[config.mk]
export PLATFORM = sky130hd
export DESIGN_NAME = bpfj_angle
export DESIGN_NICKNAME = d
export VERILOG_FILES = /design/src/sv/bpfj_pkg.sv /design/src/sv/bpfj_angle.sv
export VERILOG_INCLUDE_DIRS = /design/src /design/src/sv
export SDC_FILE = /design/constraint.sdc
export NUM_CORES = 1
export LEC_CHECK = 0
export BUFFER_PORTS_ARGS = -buffer_cell sky130_fd_sc_hd__buf_2
export CAP_MARGIN = 20
export CORE_MARGIN = 2
export CORE_UTILIZATION = 42
export CTS_CLUSTER_DIAMETER = 50
export CTS_CLUSTER_SIZE = 24
export DETAILED_ROUTE_END_ITERATION = 10
export GPL_TIMING_DRIVEN = 0
export PLACE_DENSITY = 0.64
export SLEW_MARGIN = 25
export SYNTH_ARGS = -nofsm -noshare
export SYNTH_HDL_FRONTEND = slang
export SYNTH_SLANG_ARGS = --single-unit
[constraint.sdc]
create_clock -name clk -period 3.5 [get_ports clk]
set_input_delay 0.7 -clock clk [delete_from_list [all_inputs] [get_ports clk]]
set_output_delay 0.7 -clock clk [all_outputs]
set_load 0.1 [all_outputs]
[src/sv/assert_macros.svh]
// Assertion helpers shared by the pipeline modules.
// Each macro expects clk and rst_n in scope.
`ifndef ASSERT_MACROS_SVH
`define ASSERT_MACROS_SVH

// Same-cycle implication
`define ASSERT_IMPL(label, ante, cons) \
    label: assert property (@(posedge clk) disable iff (!rst_n) (ante) |-> (cons)) \
        else $error("assertion failed");

// Next-cycle implication
`define ASSERT_NEXT(label, ante, cons) \
    label: assert property (@(posedge clk) disable iff (!rst_n) (ante) |=> (cons)) \
        else $error("assertion failed");

`endif

[src/sv/bpfj_pkg.sv]
package bpfj_pkg;

    // Default CORDIC depth and a size for the arctangent table; atan_q28 below lists 29 entries
    localparam int CORDIC_STAGES_DEF = 24;
    localparam int ATAN_ENTRIES      = 30;

    // Angle constants, Q4.28 radians
    localparam logic signed [34:0] ANG_PI      = 35'sd843314857;
    localparam logic signed [34:0] ANG_TWO_PI  = 35'sd1686629713;
    localparam logic signed [34:0] ANG_HALF_PI = 35'sd421657428;

    // CORDIC start value 1/K and unit, Q2.30
    localparam logic signed [33:0] CORDIC_KINV = 34'sd652032874;
    localparam logic signed [33:0] UNIT_Q30    = 34'sd1073741824;

    // Output saturation bounds, Q24.24
    localparam logic signed [49:0] SAT48_MAX = 50'sd140737488355327;
    localparam logic signed [49:0] SAT48_MIN = -50'sd140737488355328;

    typedef struct packed {
        logic signed [31:0] g_self;
        logic signed [31:0] b_self;
        logic signed [31:0] g_mutual;
        logic signed [31:0] b_mutual;
        logic        [15:0] vm_near;
        logic signed [31:0] angle_near;
        logic        [15:0] vm_far;
        logic signed [31:0] angle_far;
        logic               in_service;
    } item_t;

    typedef struct packed {
        logic signed [47:0] p_flow;
        logic signed [47:0] q_flow;
        logic signed [47:0] dp_dangle_near;
        logic signed [47:0] dp_dvm_near;
        logic signed [47:0] dp_dangle_far;
        logic signed [47:0] dp_dvm_far;
        logic signed [47:0] dq_dangle_near;
        logic signed [47:0] dq_dvm_near;
        logic signed [47:0] dq_dangle_far;
        logic signed [47:0] dq_dvm_far;
    } result_t;

    // Reduced angle handed to the CORDIC
    typedef struct packed {
        logic signed [31:0] z;
        logic               flip;
    } angle_t;

    // atan(2^-i) in Q4.28
    function automatic logic signed [31:0] atan_q28(input int idx);
        logic signed [31:0] r;
        case (idx)
            0:  r = 32'sd210828714;
            1:  r = 32'sd124459457;
            2:  r = 32'sd65760959;
            3:  r = 32'sd33381290;
            4:  r = 32'sd16755422;
            5:  r = 32'sd8385879;
            6:  r = 32'sd4193963;
            7:  r = 32'sd2097109;
            8:  r = 32'sd1048571;
            9:  r = 32'sd524287;
            10: r = 32'sd262144;
            11: r = 32'sd131072;
            12: r = 32'sd65536;
            13: r = 32'sd32768;
            14: r = 32'sd16384;
            15: r = 32'sd8192;
            16: r = 32'sd4096;
            17: r = 32'sd2048;
            18: r = 32'sd1024;
            19: r = 32'sd512;
            20: r = 32'sd256;
            21: r = 32'sd128;
            22: r = 32'sd64;
            23: r = 32'sd32;
            24: r = 32'sd16;
            25: r = 32'sd8;
            26: r = 32'sd4;
            27: r = 32'sd2;
            28: r = 32'sd1;
            default: r = 32'sd0;
        endcase
        return r;
    endfunction

    // Signed value from sign flag and magnitude
    function automatic logic signed [49:0] apply_sign(input logic neg, input logic [47:0] mag);
        logic signed [49:0] v;
        v = $signed({2'b00, mag});
        return neg ? -v : v;
    endfunction

    function automatic logic signed [47:0] sat48(input logic signed [49:0] v);
        logic signed [47:0] r;
        if (v > SAT48_MAX)
        begin
            r = SAT48_MAX[47:0];
        end
        else if (v < SAT48_MIN)
        begin
            r = SAT48_MIN[47:0];
        end
        else
        begin
            r = v[47:0];
        end
        return r;
    endfunction

endpackage

[src/sv/bpfj_angle.sv]
`include "assert_macros.svh"

// Angle difference, reduction to [-pi, pi], fold to [-pi/2, pi/2]
module bpfj_angle (
    input  logic                clk,
    input  logic                rst_n,
    input  logic                in_valid,
    input  logic signed [31:0]  angle_near,
    input  logic signed [31:0]  angle_far,
    output logic                out_valid,
    output bpfj_pkg::angle_t    out_angle
);

    logic signed [34:0] d;
    logic signed [34:0] dr;
    logic signed [31:0] dr_reg;
    logic               v1_reg;
    bpfj_pkg::angle_t   fold_next;
    bpfj_pkg::angle_t   fold_reg;
    logic               v2_reg;

    // Stage 1: difference and wrap by up to three turns
    always_comb
    begin
        d  = 35'(angle_near) - 35'(angle_far);
        dr = d;
        if (d > bpfj_pkg::ANG_PI)
        begin
            if (d - bpfj_pkg::ANG_TWO_PI <= bpfj_pkg::ANG_PI)
            begin
                dr = d - bpfj_pkg::ANG_TWO_PI;
            end
            else if (d - 35'sd2 * bpfj_pkg::ANG_TWO_PI <= bpfj_pkg::ANG_PI)
            begin
                dr = d - 35'sd2 * bpfj_pkg::ANG_TWO_PI;
            end
            else
            begin
                dr = d - 35'sd3 * bpfj_pkg::ANG_TWO_PI;
            end
        end
        else if (d < -bpfj_pkg::ANG_PI)
        begin
            if (d + bpfj_pkg::ANG_TWO_PI >= -bpfj_pkg::ANG_PI)
            begin
                dr = d + bpfj_pkg::ANG_TWO_PI;
            end
            else if (d + 35'sd2 * bpfj_pkg::ANG_TWO_PI >= -bpfj_pkg::ANG_PI)
            begin
                dr = d + 35'sd2 * bpfj_pkg::ANG_TWO_PI;
            end
            else
            begin
                dr = d + 35'sd3 * bpfj_pkg::ANG_TWO_PI;
            end
        end
    end

    // Stage 2: move outer half-plane by pi, remember to negate
    always_comb
    begin
        fold_next.z    = dr_reg;
        fold_next.flip = 1'b0;
        if (35'(dr_reg) > bpfj_pkg::ANG_HALF_PI)
        begin
            fold_next.z    = 32'(35'(dr_reg) - bpfj_pkg::ANG_PI);
            fold_next.flip = 1'b1;
        end
        else if (35'(dr_reg) < -bpfj_pkg::ANG_HALF_PI)
        begin
            fold_next.z    = 32'(35'(dr_reg) + bpfj_pkg::ANG_PI);
            fold_next.flip = 1'b1;
        end
    end

    always_ff @(posedge clk or negedge rst_n)
    begin
        if (!rst_n)
        begin
            v1_reg <= 1'b0;
            v2_reg <= 1'b0;
        end
        else
        begin
            v1_reg <= in_valid;
            v2_reg <= v1_reg;
        end
    end

    always_ff @(posedge clk)
    begin
        dr_reg   <= dr[31:0];
        fold_reg <= fold_next;
    end

    assign out_valid = v2_reg;
    assign out_angle = fold_reg;

    `ASSERT_IMPL(a_fold_range, out_valid,
        (35'(out_angle.z) <= bpfj_pkg::ANG_HALF_PI) && (35'(out_angle.z) >= -bpfj_pkg::ANG_HALF_PI))

endmodule

; ---- After elaboration in Yosys (flattened, before gate mapping)
; Cells that the tools add are included.
[totals]
output_inout_bits = 34
word_cells = 30
ff_bits = 67
in_bits = 67
[classes]
add_sub_neg = 9
mux = 8
magnitude_cmp = 8
[op_table]
columns = cell, count
row1 = $mux W32, 6
row2 = $ge A34 B31 Y1 const B, 2
row3 = $le A34 B31 Y1 const B, 2
row4 = $mux W33, 2
row5 = $add A32 B31 Y32 const B, 2
row6 = $sub A32 B31 Y32 const B, 2
row7 = $add A33 B32 Y34 const B, 1
row8 = $add A33 B33 Y34 const B, 1
row9 = $sub A33 B32 Y34 const B, 1
row10 = $sub A33 B33 Y34 const B, 1
row11 = $gt A33 B31 Y1 const B, 1
row12 = $lt A33 B31 Y1 const B, 1
row13 = $sub A32 B32 Y33, 1
row14 = $gt A32 B30 Y1 const B, 1
row15 = $lt A32 B30 Y1 const B, 1

; ---- Depth between registers and ports, before layout
; Gate-level depths: netlist (run 1).
[logic_depth]
depth_word = 7
ltp_mapped = 28
depth_no_buf = 23

; ---- Least setup slack after synthesis (run 1)
; Ideal clock, no wire load.
[synth_timing]
kind = in2reg
from = in angle_near[0]
to = reg dr_reg[31]
path_slack_ns = -2.249
path_buffers = 4
stages = 27
t_arrival_ns = 5.632
path_cell_list = inv_1 > ha_1 > inv_1 > fa_1 > xor2_1 > inv_2 > buf_2 > ha_1 > clkbuf_1 > inv_1 > a211o_1 > mux2i_1 > nor2_1 > or4b_1 > a221oi_1 > a211oi_1 > o31ai_1 > o2111ai_1 > a311oi_2 > o311ai_2 > and2_1 > buf_4 > or2_1 > buf_2 > o221ai_1 > o21ai_1 > o22a_1
[synth_between]
elab_chain_cells = 7
word_cells_on_any_way = 19
classes_between = add/sub (7) / order compare (6) / mux (6)
[synth_rtl]
columns = item, line
row1 = start: declaration, bpfj_angle.sv:8  ; input logic signed [31:0] angle_near,
row2 = $sub A32 B32 Y33 (*), bpfj_angle.sv:25  ; d = 35'(angle_near) - 35'(angle_far);
row3 = $add A33 B33 Y34, bpfj_angle.sv:50  ; dr = d + 35'sd2 * bpfj_pkg::ANG_TWO_PI;
row4 = $ge A34 B31 Y1, bpfj_angle.sv:48  ; else if (d + 35'sd2 * bpfj_pkg::ANG_TWO_PI >= -bpfj_pkg::ANG_PI)
row5 = $mux W32, bpfj_angle.sv:48
row6 = $mux W32, bpfj_angle.sv:44  ; if (d + bpfj_pkg::ANG_TWO_PI >= -bpfj_pkg::ANG_PI)
row7 = $mux W32, bpfj_angle.sv:42  ; else if (d < -bpfj_pkg::ANG_PI)
row8 = $mux W32 (*), bpfj_angle.sv:27  ; if (d > bpfj_pkg::ANG_PI)
row9 = via dr[31], bpfj_angle.sv:15  ; logic signed [34:0] dr;
row10 = end signal: assignment, bpfj_angle.sv:92  ; dr_reg <= dr[31:0];
row11 = end: declaration, bpfj_angle.sv:16  ; logic signed [31:0] dr_reg;
; Mark *: on every way through the listed nets, which the timed path passes. The rest lies on a longest branch.
; A chain may end at the register's enable or synchronous reset.

; ---- Worst setup path after layout (run 1)
[layout_timing]
from = in angle_far[2]
to = reg dr_reg[17]
[layout_between]
elab_chain_cells = 7
word_cells_on_any_way = 19
classes_between = add/sub (7) / order compare (6) / mux (6)
[layout_rtl]
columns = item, line
row1 = start: declaration, bpfj_angle.sv:9  ; input logic signed [31:0] angle_far,
row2 = $sub A32 B32 Y33 (*), bpfj_angle.sv:25
row3 = $add A33 B33 Y34, bpfj_angle.sv:50
row4 = $ge A34 B31 Y1, bpfj_angle.sv:48
row5 = $mux W32, bpfj_angle.sv:48
row6 = $mux W32, bpfj_angle.sv:44
row7 = $mux W32, bpfj_angle.sv:42
row8 = $mux W32 (*), bpfj_angle.sv:27
row9 = via dr[17], bpfj_angle.sv:15
; Marked as above.

==> flow_metrics.py, run 1 <==
metrics = {
    "power_and_ir_drop": {
        "power.leakage_nw": 7.11,
        "total_power_w": 0.0127,
        "worst_ir_drop_vdd_uv": 346,
        "powerDensity_mw_per_mm2": 702,
    },
    "clock_network": {
        "clk_latency_ns": 0.33,
        "htree_levels": 3,
        "cts_buffer_depth": 2,
        "clk_pin_slew_ns": 0.05,
        "cts_buffers": 9,
        "clockRootBuffer": "clkbuf_16",
        "clock_sinks": 67,
        "cts_tree": "done",
    },
    "synth": {
        "synthArstFlopShare_pct": 2.99,
        "synth_warnings": 0,
        "synth.area.top_cells": "dfxtp_1 11%, a21oi_1 5.8%, nand2_1 5.0%",
        "synth.distinct_cells": 124,
        "synth_area_per_cell_um2": 6.95,
        "synth_top_cell_by_area": "dfxtp_1",
        "synth.cell_area_mm2": 0.0121,
        "synth_top_area_share_pct": 10.8,
        "synth_seq_area_share_pct": 11.2,
        "syn-num-nets": 1856,
        "syn_inst": 1742,
        "synth_edf_count": 0,
        "ys_seq_elements": 67,
        "ys.flop_type": "dfxtp_1",
    },
    "sta": {
        "layout_setup_ws_ns": -2.05,
        "worst_pin_slew_ns": 0.963,
        "fin_crit_ns": 5.55,
        "max_freq_mhz": 180,
        "fin_skew_ns": 0.00535,
        "maxSlewHeadroom_pct": 35.6,
        "whs_ns": 0.144,
        "slew_violations": 0,
        "setup_viol": 32,
        "hold_viol_final": 0,
        "grt_setup_unrepaired": "yes",
        "period_share_pct": 159,
    },
    "final_layout": {
        "largest_reg_flops": 33,
        "design_area_mm2": 0.0182,
        "layout-area-overhead-vs-synth_pct": 50.1,
        "drive_gt1_share_pct": 39.0,
        "nets": 2181,
        "finish.utilization_pct": 63.6,
    },
    "placed_design": {
        "dp_hpwl_um": 41200,
        "postPlaceCellArea_mm2": 0.0132,
        "place_congestion": 0.987,
        "io_buffers": 100,
    },
    "route": {
        "vias": 16400,
        "wl_per_cell_um": 23.4,
        "first_pass_iters": 8,
        "wl_um": 57500,
        "drc": 0,
        "antenna_left": 0,
        "drtIter0Drc": 2127,
        "via_per_inst": 6.68,
    },
    "worst_setup_path": {
        "crit_required_ns": 3.74,
        "startpoint_type": "input port",
        "end_kind": "flop",
        "critPathMaxFanout": 10,
        "crit_type": "in2reg",
        "arrival_ns": 5.79,
    },
    "global_route": {
        "antenna_found_initial": 1,
        "grt_max_degree": 12,
        "overflow": 0,
        "grt_pass1_wl_um": 84400,
        "first_global_vias": 15000,
        "grt_usage_pct": 35.1,
    },
    "status": {
        "status": "complete, but fails checks",
        "violations": "negative setup slack",
    },
    "floorplan": {
        "fp.dieW_um": 174,
        "placementRows": 62,
        "ios": 101,
        "die_h_um": 174,
        "dieArea_mm2": 0.0302,
        "core_area_mm2": 0.0285,
        "initial_core_util_pct": 42.4,
    },
    "job": {
        "cap_violations": 0,
    },
    "hold_path": {
        "hold_path.class": "in2async",
    },
}
==> power by group <==
group | total (W) | internal (W) | switching [W]
logic | 0.0105 | 0.00379 | 0.00672
registers | 0.00138 | 0.00120 | 0.000187
clock network | 0.000859 | 0.000569 | 0.000290
total | 0.0127 | 0.00555 | 0.00720
==> worst max-delay path: stages <==
cell,delay [ns]
buf_2,0.10
inv_1,0.05
ha_2,0.32
o211a_2,0.30
o21a_2,0.18
or4_1,0.54
and3_1,0.20
buf_2,0.17
buf_4,0.21
nor2_1,0.36
and4_1,0.30
nor3_1,0.08
o31ai_2,0.32
o2111ai_2,0.19
a311oi_2,0.38
o311ai_4,0.19
and2_4,0.23
buf_4,0.14
buf_6,0.12
a311oi_2,0.27
a21oi_2,0.06
xnor2_1,0.14
a22oi_1,0.24
==> per-layer routing <==
metal | wire, um | part of all wire [%] | track usage, % | vias up
met1 | 22600 | 39 | 45.9 | 7660
met2 | 25300 | 44 | 56.2 | 1183
li1 | - | - | - | 7284
met3 | 5890 | 10 | 5.48 | 274
met4 | 3720 | 6.5 | 17.6 | 0
met5 | 0 | 0 | 0 | -
==> what timing repair did <==
item	4_1_cts	5_1_grt
setup buffers	130	85
hold buffers	0	0
endpoints found under the setup margin	32	38
gates cloned	3	6
gates resized for setup	413	201
pin swaps	114	82
==> synth_stat cells, types with 27 or more instances <==
cell type / count
nand4_1: 27
ha_1: 46
nor3_1: 60
nor2_1: 154
buf_2: 45
xnor2_1: 58
nand3_1: 62
mux2i_1: 30
a21oi_1: 141
a21o_1: 34
o21ai_1: 27
o21ai_0: 105
inv_1: 59
clkbuf_1: 74
dfxtp_1: 65
a31oi_1: 29
nand2_1: 160
==> through the flow <==
stage	TNS (ns)	worst slack, ns	cells
global placement	-116.49	-3.83	2226
global route	-65.25	-2.14	2456
detailed placement	-114.89	-3.75	2226
finish	-61.86	-2.05	2457
CTS	-57.94	-1.91	2371
floorplan	-54.84	-1.83	1742
==> cell families (layout without fill, tap and decap cells) <==
kind of cell             count (synthesis)  count (layout)  share of synthesized area [%]
XOR/XNOR                                91              91                           7.20
flip-flops                              67              67                           11.2
adder cells (fa/ha/maj)                 47              47                           4.92
other                                    0               1                              0
multiplexers                            38              38                           3.23
AO/OA/AOI/OAI                          678             678                           40.9
buffers and inverters                  199             529                           7.11
AND/OR/NAND/NOR                        622             622                           25.5
==> layout make-up <==
type / instances / area [um2]
clock inverter: 2 / 35.0
sequential: 67 / 1350
timing repair buffer: 323 / 2610
multi-input combinational: 1476 / 12200
buffer: 128 / 950
antenna: 1 / 2.50
clock buffer: 14 / 254
tap: 384 / 480
fill: 2540 / 10400
inverter: 62 / 263
==> cells in the final DEF (no fill, tap or decap), types with 13 or more instances in the layout <==
cell,n
a31oi_1,24
buf_4,182
o21ai_0,85
a211oi_1,14
xor2_1,18
o21ai_2,21
xnor2_1,50
o211ai_1,18
buf_2,123
nand2b_1,14
o21a_1,18
o21ai_1,23
inv_1,53
o22ai_1,15
ha_1,38
and2_1,17
a21oi_2,24
clkbuf_16,15
buf_12,22
nor2_1,136
o31ai_1,15
a22oi_1,13
a21oi_1,116
mux2i_1,23
dfxtp_1,65
nand3_1,53
nand2_1,149
nor3_1,44
buf_6,40
nor2_4,13
a21o_1,34
clkbuf_1,39
nand4_1,27
clkbuf_2,18
nor3_2,14
==> final timing paths <==
path                                    start               endpoint  slack (ns)  cells past startpoint
setup reg to reg           dr_reg[12]$_DFF_P_  out_angle[28]$_DFF_P_        0.30                     11
min in group clk             v1_reg$_DFF_PN0_    out_valid$_DFF_PN0_        0.35                      0
hold reg to reg              v1_reg$_DFF_PN0_    out_valid$_DFF_PN0_        0.35                      0
hold / removal                          rst_n       v1_reg$_DFF_PN0_        0.14                      1
setup / recovery                 angle_far[2]     dr_reg[17]$_DFF_P_       -2.05                     23
max in group asynchronous               rst_n    out_valid$_DFF_PN0_        3.26                      1
No activity file was read; power rests on OpenSTA's default activity.
==> run 2: changes to the inputs <==
==> constraint.sdc (replaced) <==
create_clock -name clk -period 5.8 [get_ports clk]
set_input_delay 1.16 -clock clk [delete_from_list [all_inputs] [get_ports clk]]
set_output_delay 1.16 -clock clk [all_outputs]
set_load 0.1 [all_outputs]
==> flow_metrics.py, run 2 (synthesis results as in run 1) <==
metrics = {
    "worst_setup_path": {
        "end_kind": "flop",
        "startpoint_type": "input port",
        "crit_required_ns": 6.01,
        "critPathMaxFanout": 8,
        "crit_path_max_incr_delay_ns": 0.73,
        "critPathSlowestCell": "fa_2",
        "arrival_ns": 6.22,
        "crit_type": "in2reg",
        "critPathMostFrequentCell": "buf_6",
        "crit_chain": "buf_6, clkinv_4, ha_4, inv_2, fa_2, inv_6, ha_4, a211o_1, mux2i_4, nor2_4, or4b_4, a221oi_2, a211oi_2, o31ai_2, o2111ai_2, a311oi_2, o311ai_4, and2_1, buf_6, or2_1, buf_6, o221ai_2, o21ai_1, o22a_1",
    },
    "final_layout": {
        "antenna_cells": 0,
        "drive_gt1_share_pct": 34.4,
        "layout-area-overhead-vs-synth_pct": 39.2,
        "final_cell_mix": "153 x nand2_1, 148 x buf_4, 139 x nor2_1",
        "fillers": 2674,
        "final_common_cell": "nand2_1",
        "largest_reg_flops": 33,
        "nets": 2109,
        "finish.utilization_pct": 59.0,
    },
    "global_route": {
        "overflow": 0,
        "grt_max_degree": 13,
        "grt_usage_pct": 33.2,
        "first_global_vias": 14200,
        "antenna_found_initial": 0,
        "grt_pass1_wl_um": 80300,
    },
    "sta": {
        "setup_viol": 32,
        "fin_crit_ns": 6.01,
        "fin_skew_ns": 0.00359,
        "maxSlewHeadroom_pct": 45.8,
        "grt_setup_unrepaired": "yes",
        "hold_viol_final": 0,
        "period_share_pct": 104,
        "max_freq_mhz": 166,
        "slew_violations": 0,
        "worst_pin_slew_ns": 0.811,
        "layout_setup_ws_ns": -0.208,
    },
    "power_and_ir_drop": {
        "worst_ir_drop_vdd_uv": 199,
        "p_clk_share_pct": 7.1,
        "p_int_w": 0.00309,
        "power.leakage_nw": 6.49,
        "powerDensity_mw_per_mm2": 431,
        "p_comb_share_pct": 81.4,
        "seqPwrFrac_pct": 11.5,
        "switchingPower_w": 0.00418,
        "switching_share_pct": 57.5,
    },
    "route": {
        "drc": 0,
        "wl_um": 54200,
        "wl_per_cell_um": 22.7,
        "drtIter0Drc": 1817,
        "vias": 15800,
        "antenna_left": 0,
        "first_pass_iters": 7,
        "via_per_inst": 6.61,
    },
    "floorplan": {
        "dieArea_mm2": 0.0302,
        "die_h_um": 174,
        "ios": 101,
        "core_area_mm2": 0.0285,
        "fp.dieW_um": 174,
        "initial_core_util_pct": 42.4,
        "placementRows": 62,
    },
    "clock_network": {
        "clk_latency_ns": 0.32,
        "clockRootBuffer": "clkbuf_16",
        "clk_pin_slew_ns": 0.05,
        "cts_buffers": 9,
        "htree_levels": 3,
        "clock_sinks": 67,
        "cts_tree": "done",
        "cts_buffer_depth": 2,
    },
    "placed_design": {
        "place_congestion": 0.989,
        "dp_hpwl_um": 40400,
        "pre_cts_slack_ns": -2.05,
        "io_buffers": 100,
    },
    "hold_path": {
        "hold_path.class": "reg2reg",
    },
    "status": {
        "violations": "negative setup slack",
        "status": "complete, but fails checks",
    },
    "job": {
        "cap_violations": 0,
    },
}
[run 2: cell type report]
type	count	area (um2)	share of cell area, %
plain buffers	131	901	5.35
clock buffers	14	254	1.51
clock inverters	2	35.0	0.208
inverters	62	251	1.49
multi-input cells	1477	11900	70.4
flip-flops and latches	67	1350	8.02
well taps	384	480	2.85
repair buffers	247	1710	10.1
[run 2: final timing paths]
path,startpoint,end,slack (ns),depth (start not counted)
max in group asynchronous,rst_n,v1_reg$_DFF_PN0_,5.09,1
max reg2reg,dr_reg[12]$_DFF_P_,out_angle[31]$_DFF_P_,2.39,12
max,angle_near[0],dr_reg[31]$_DFF_P_,-0.21,24
min,v1_reg$_DFF_PN0_,out_valid$_DFF_PN0_,0.35,0
min reg2reg,v1_reg$_DFF_PN0_,out_valid$_DFF_PN0_,0.35,0
min in group asynchronous,rst_n,out_valid$_DFF_PN0_,0.61,1
[run 2: through the flow]
stage / instances / power (W) / TNS [ns] / instance area (um2) / hold slack, ns
6_report: 2384 / 0.00726 / -4.21 / 16800 / 0.353
4_1_cts: 2303 / 0.00649 / -0.661 / 15100 / 0.360
3_5_place_dp: 2226 / 0.00549 / -58.13 / 13200 / 0.344
2_1_floorplan: 1742 / 0.00440 / 0 / 12200 / 0.331
3_3_place_gp: 2226 / 0.00548 / -58.95 / 13200 / 0.344
5_1_grt: 2384 / 0.00763 / -7.26 / 16800 / 0.374
[run 2: layer usage]
metal / wire length [um] / vias up / GRT usage [%] / share of wire (%)
met2: 24600 / 997 / 54.1 / 45
met4: 2350 / 0 / 13.0 / 4.3
met3: 5360 / 164 / 3.62 / 9.9
met1: 21900 / 7464 / 45.0 / 40
li1: - / 7127 / - / -
met5: 0 / - / 0 / 0
[run 2: power groups by stage]
stage          Clock, W  Combinational [W]  Sequential [W]
6_report       0.000513            0.00591        0.000837
5_1_grt        0.000543            0.00622        0.000864
4_1_cts        0.000522            0.00513        0.000838
3_5_place_dp          0            0.00465        0.000847
3_3_place_gp          0            0.00463        0.000843
2_1_floorplan         0            0.00269         0.00171
[run 2: repair_timing]
action | CTS | global route
buffers inserted | 65 | 81
cloned | 0 | 3
hold endpoints to repair | 0 | 0
hold buffers | 0 | 0
gates resized for setup | 240 | 243
pin swaps | 64 | 68
endpoints found under the setup margin | 32 | 32
[run 2: critical path, delay by kind of cell]
kind                     cells  cell delay, ns
AND/OR/NAND/NOR              4            1.00
adder cells (fa/ha/maj)      3            1.04
AO/OA/AOI/OAI               10            2.17
buffers and inverters        6            0.57
multiplexers                 1            0.25
==> run 3: changes to the inputs <==
--- a/config.mk
+++ b/config.mk
@@ -15,6 +15,7 @@
 export DETAILED_ROUTE_END_ITERATION = 10
 export GPL_TIMING_DRIVEN = 0
 export PLACE_DENSITY = 0.64
+export REMOVE_ABC_BUFFERS = 1
 export SLEW_MARGIN = 25
 export SYNTH_ARGS = -nofsm -noshare
 export SYNTH_HDL_FRONTEND = slang
==> constraint.sdc (replaced) <==
create_clock -name clk -period 7.2 [get_ports clk]
set_input_delay 1.44 -clock clk [delete_from_list [all_inputs] [get_ports clk]]
set_output_delay 1.44 -clock clk [all_outputs]
set_load 0.1 [all_outputs]
==> flow_metrics.py, run 3 (synthesis results as in run 1) <==
metrics = {
    "status": {
        "status": "complete, no violations",
    },
    "power_and_ir_drop": {
        "p_int_w": 0.00201,
        "powerDensity_mw_per_mm2": 359,
        "seqPwrFrac_pct": 15.9,
        "p_comb_share_pct": 75.3,
        "p_clk_share_pct": 8.9,
        "worst_ir_drop_vdd_uv": 138,
        "total_power_w": 0.00490,
        "power.leakage_nw": 5.18,
        "switching_share_pct": 59.0,
        "switchingPower_w": 0.00289,
    },
    "worst_setup_path": {
        "critPathMaxFanout": 31,
        "arrival_ns": 7.24,
        "end_kind": "flop",
        "crit_chain": "buf_2, inv_1, ha_1, inv_1, fa_2, ha_2, inv_1, nor3_1, mux2i_2, a211oi_4, o211ai_2, a21o_1, a21oi_1, o21ai_0, nor4_1, o221ai_1, a31oi_2, o21ai_4, buf_16, nand2_2, nor2_1, o221a_2, a2bb2oi_1",
        "startpoint_type": "input port",
        "critPathMostFrequentCell": "inv_1",
        "critPathSlowestCell": "fa_2",
        "crit_required_ns": 7.38,
        "crit_type": "in2reg",
        "crit_path_max_incr_delay_ns": 0.74,
    },
    "global_route": {
        "grtUsageMet1_pct": 39.1,
        "first_global_vias": 12700,
        "grt_max_degree": 32,
        "overflow": 0,
        "met3_usage_pct": 3.44,
        "antenna_found_initial": 0,
        "grt_usage_pct": 27.6,
        "grt_pass1_wl_um": 69100,
        "use_met2_pct": 43.7,
        "busiest_layer": "met2",
    },
    "route": {
        "drc": 0,
        "wl_um": 43900,
        "antenna_left": 0,
        "via_per_inst": 6.62,
        "first_pass_iters": 6,
        "drtIter0Drc": 1765,
        "wl_per_cell_um": 20.4,
        "vias": 14200,
    },
    "placed_design": {
        "postPlaceCellArea_mm2": 0.0128,
        "io_buffers": 100,
        "dp_hpwl_um": 33100,
        "place_congestion": 0.951,
        "pre_cts_slack_ns": -1.43,
    },
    "clock_network": {
        "cts_tree": "done",
        "htree_levels": 3,
        "cts_buffer_depth": 2,
        "cts_buffers": 9,
        "clock_sinks": 67,
        "clockRootBuffer": "clkbuf_16",
        "clk_pin_slew_ns": 0.05,
        "clk_latency_ns": 0.32,
    },
    "floorplan": {
        "placementRows": 62,
        "die_h_um": 174,
        "ios": 101,
        "dieArea_mm2": 0.0302,
        "fp.dieW_um": 174,
        "initial_core_util_pct": 42.4,
        "core_area_mm2": 0.0285,
    },
    "sta": {
        "slew_violations": 0,
        "layout_setup_ws_ns": 0.144,
        "maxSlewHeadroom_pct": 30.2,
        "grt_setup_unrepaired": "yes",
        "period_share_pct": 98.0,
        "max_freq_mhz": 142,
        "worst_pin_slew_ns": 1.04,
        "fin_crit_ns": 7.06,
        "fin_skew_ns": 0.00561,
        "hold_viol_final": 0,
        "setup_viol": 0,
    },
    "final_layout": {
        "largest_reg_flops": 33,
        "drive_gt1_share_pct": 18.3,
        "antenna_cells": 0,
        "layout-area-overhead-vs-synth_pct": 12.8,
        "final_cell_mix": "158 x nand2_1, 150 x nor2_1, 140 x a21oi_1",
        "nets": 1871,
        "final_common_cell": "nand2_1",
        "design_area_mm2": 0.0137,
    },
    "hold_path": {
        "hold_path.class": "reg2reg",
    },
    "job": {
        "cap_violations": 0,
    },
}
[run 3: cell types whose count changed in the layout (fill, tap and decap cells not counted), sizes merged]
cell      before  now
clkinvlp       1    3
clkbuf        83   14
buf          309  136
and2          22   23
xnor2         64   65
inv           58   60
clkinv         4    1
nor2b          8    9
[run 3: layout make-up]
class | count | area, um2
Clock inverter | 3 | 45.0
Sequential cell | 67 | 1350
Inverter | 62 | 239
Timing Repair Buffer | 137 | 900
Multi-Input combinational cell | 1480 | 10400
Fill cell | 2994 | 14900
Clock buffer | 13 | 270
Tap cell | 384 | 480
[run 3: through the flow]
stage,cells,utilization (%),setup TNS (ns),hold slack (ns)
detailed placement,2101,44.8,-31.70,0.344
global route,2146,47.8,-0.0357,0.363
floorplan,1605,-,-34.22,0.331
global placement,2089,43.6,-131.63,0.344
CTS,2122,46.4,0,0.354
finish,2146,47.8,0,0.351
[run 3: worst paths after layout]
check,slack (ns),startpoint,end,cells past startpoint
min in group asynchronous,0.89,rst_n,v1_reg$_DFF_PN0_,1
worst min-delay path,0.35,v1_reg$_DFF_PN0_,out_valid$_DFF_PN0_,0
worst min register to register,0.35,v1_reg$_DFF_PN0_,out_valid$_DFF_PN0_,0
worst max-delay path,0.14,angle_near[0],dr_reg[11]$_DFF_P_,23
max in group asynchronous,6.22,rst_n,out_valid$_DFF_PN0_,1
worst max register to register,3.87,dr_reg[14]$_DFF_P_,out_angle[17]$_DFF_P_,11
[run 3: power by group through the flow]
stage | Clock, W | Combinational, W | Sequential, W
detailed placement | 0 | 0.00347 | 0.000782
floorplan | 0 | 0.00196 | 0.00145
global route | 0.000458 | 0.00394 | 0.000812
global placement | 0 | 0.00338 | 0.000778
finish | 0.000435 | 0.00369 | 0.000777
CTS | 0.000447 | 0.00352 | 0.000774
[run 3: repair_timing]
item / in CTS / in global routing
cloned: 2 / 2
resized for setup: 19 / 35
pin swaps: 4 / 11
endpoints found under the setup margin: 32 / 32
buffers inserted: 3 / 21
hold buffers: 0 / 0
[run 3: per-layer routing]
metal  wire length [um]  share of wire (%)
met4               1320                3.0
met2              19300                 44
met5                  0                  0
met1              19400                 44
met3               3860                8.8
[run 3: critical path, delay by kind of cell]
kind / cells / cell delay, ns
AOI/OAI and AO/OA: 10 / 2.60
muxes: 1 / 0.20
and+or+nand+nor: 4 / 1.18
buffers and inverters: 5 / 0.54
adders and majority gates: 3 / 1.25
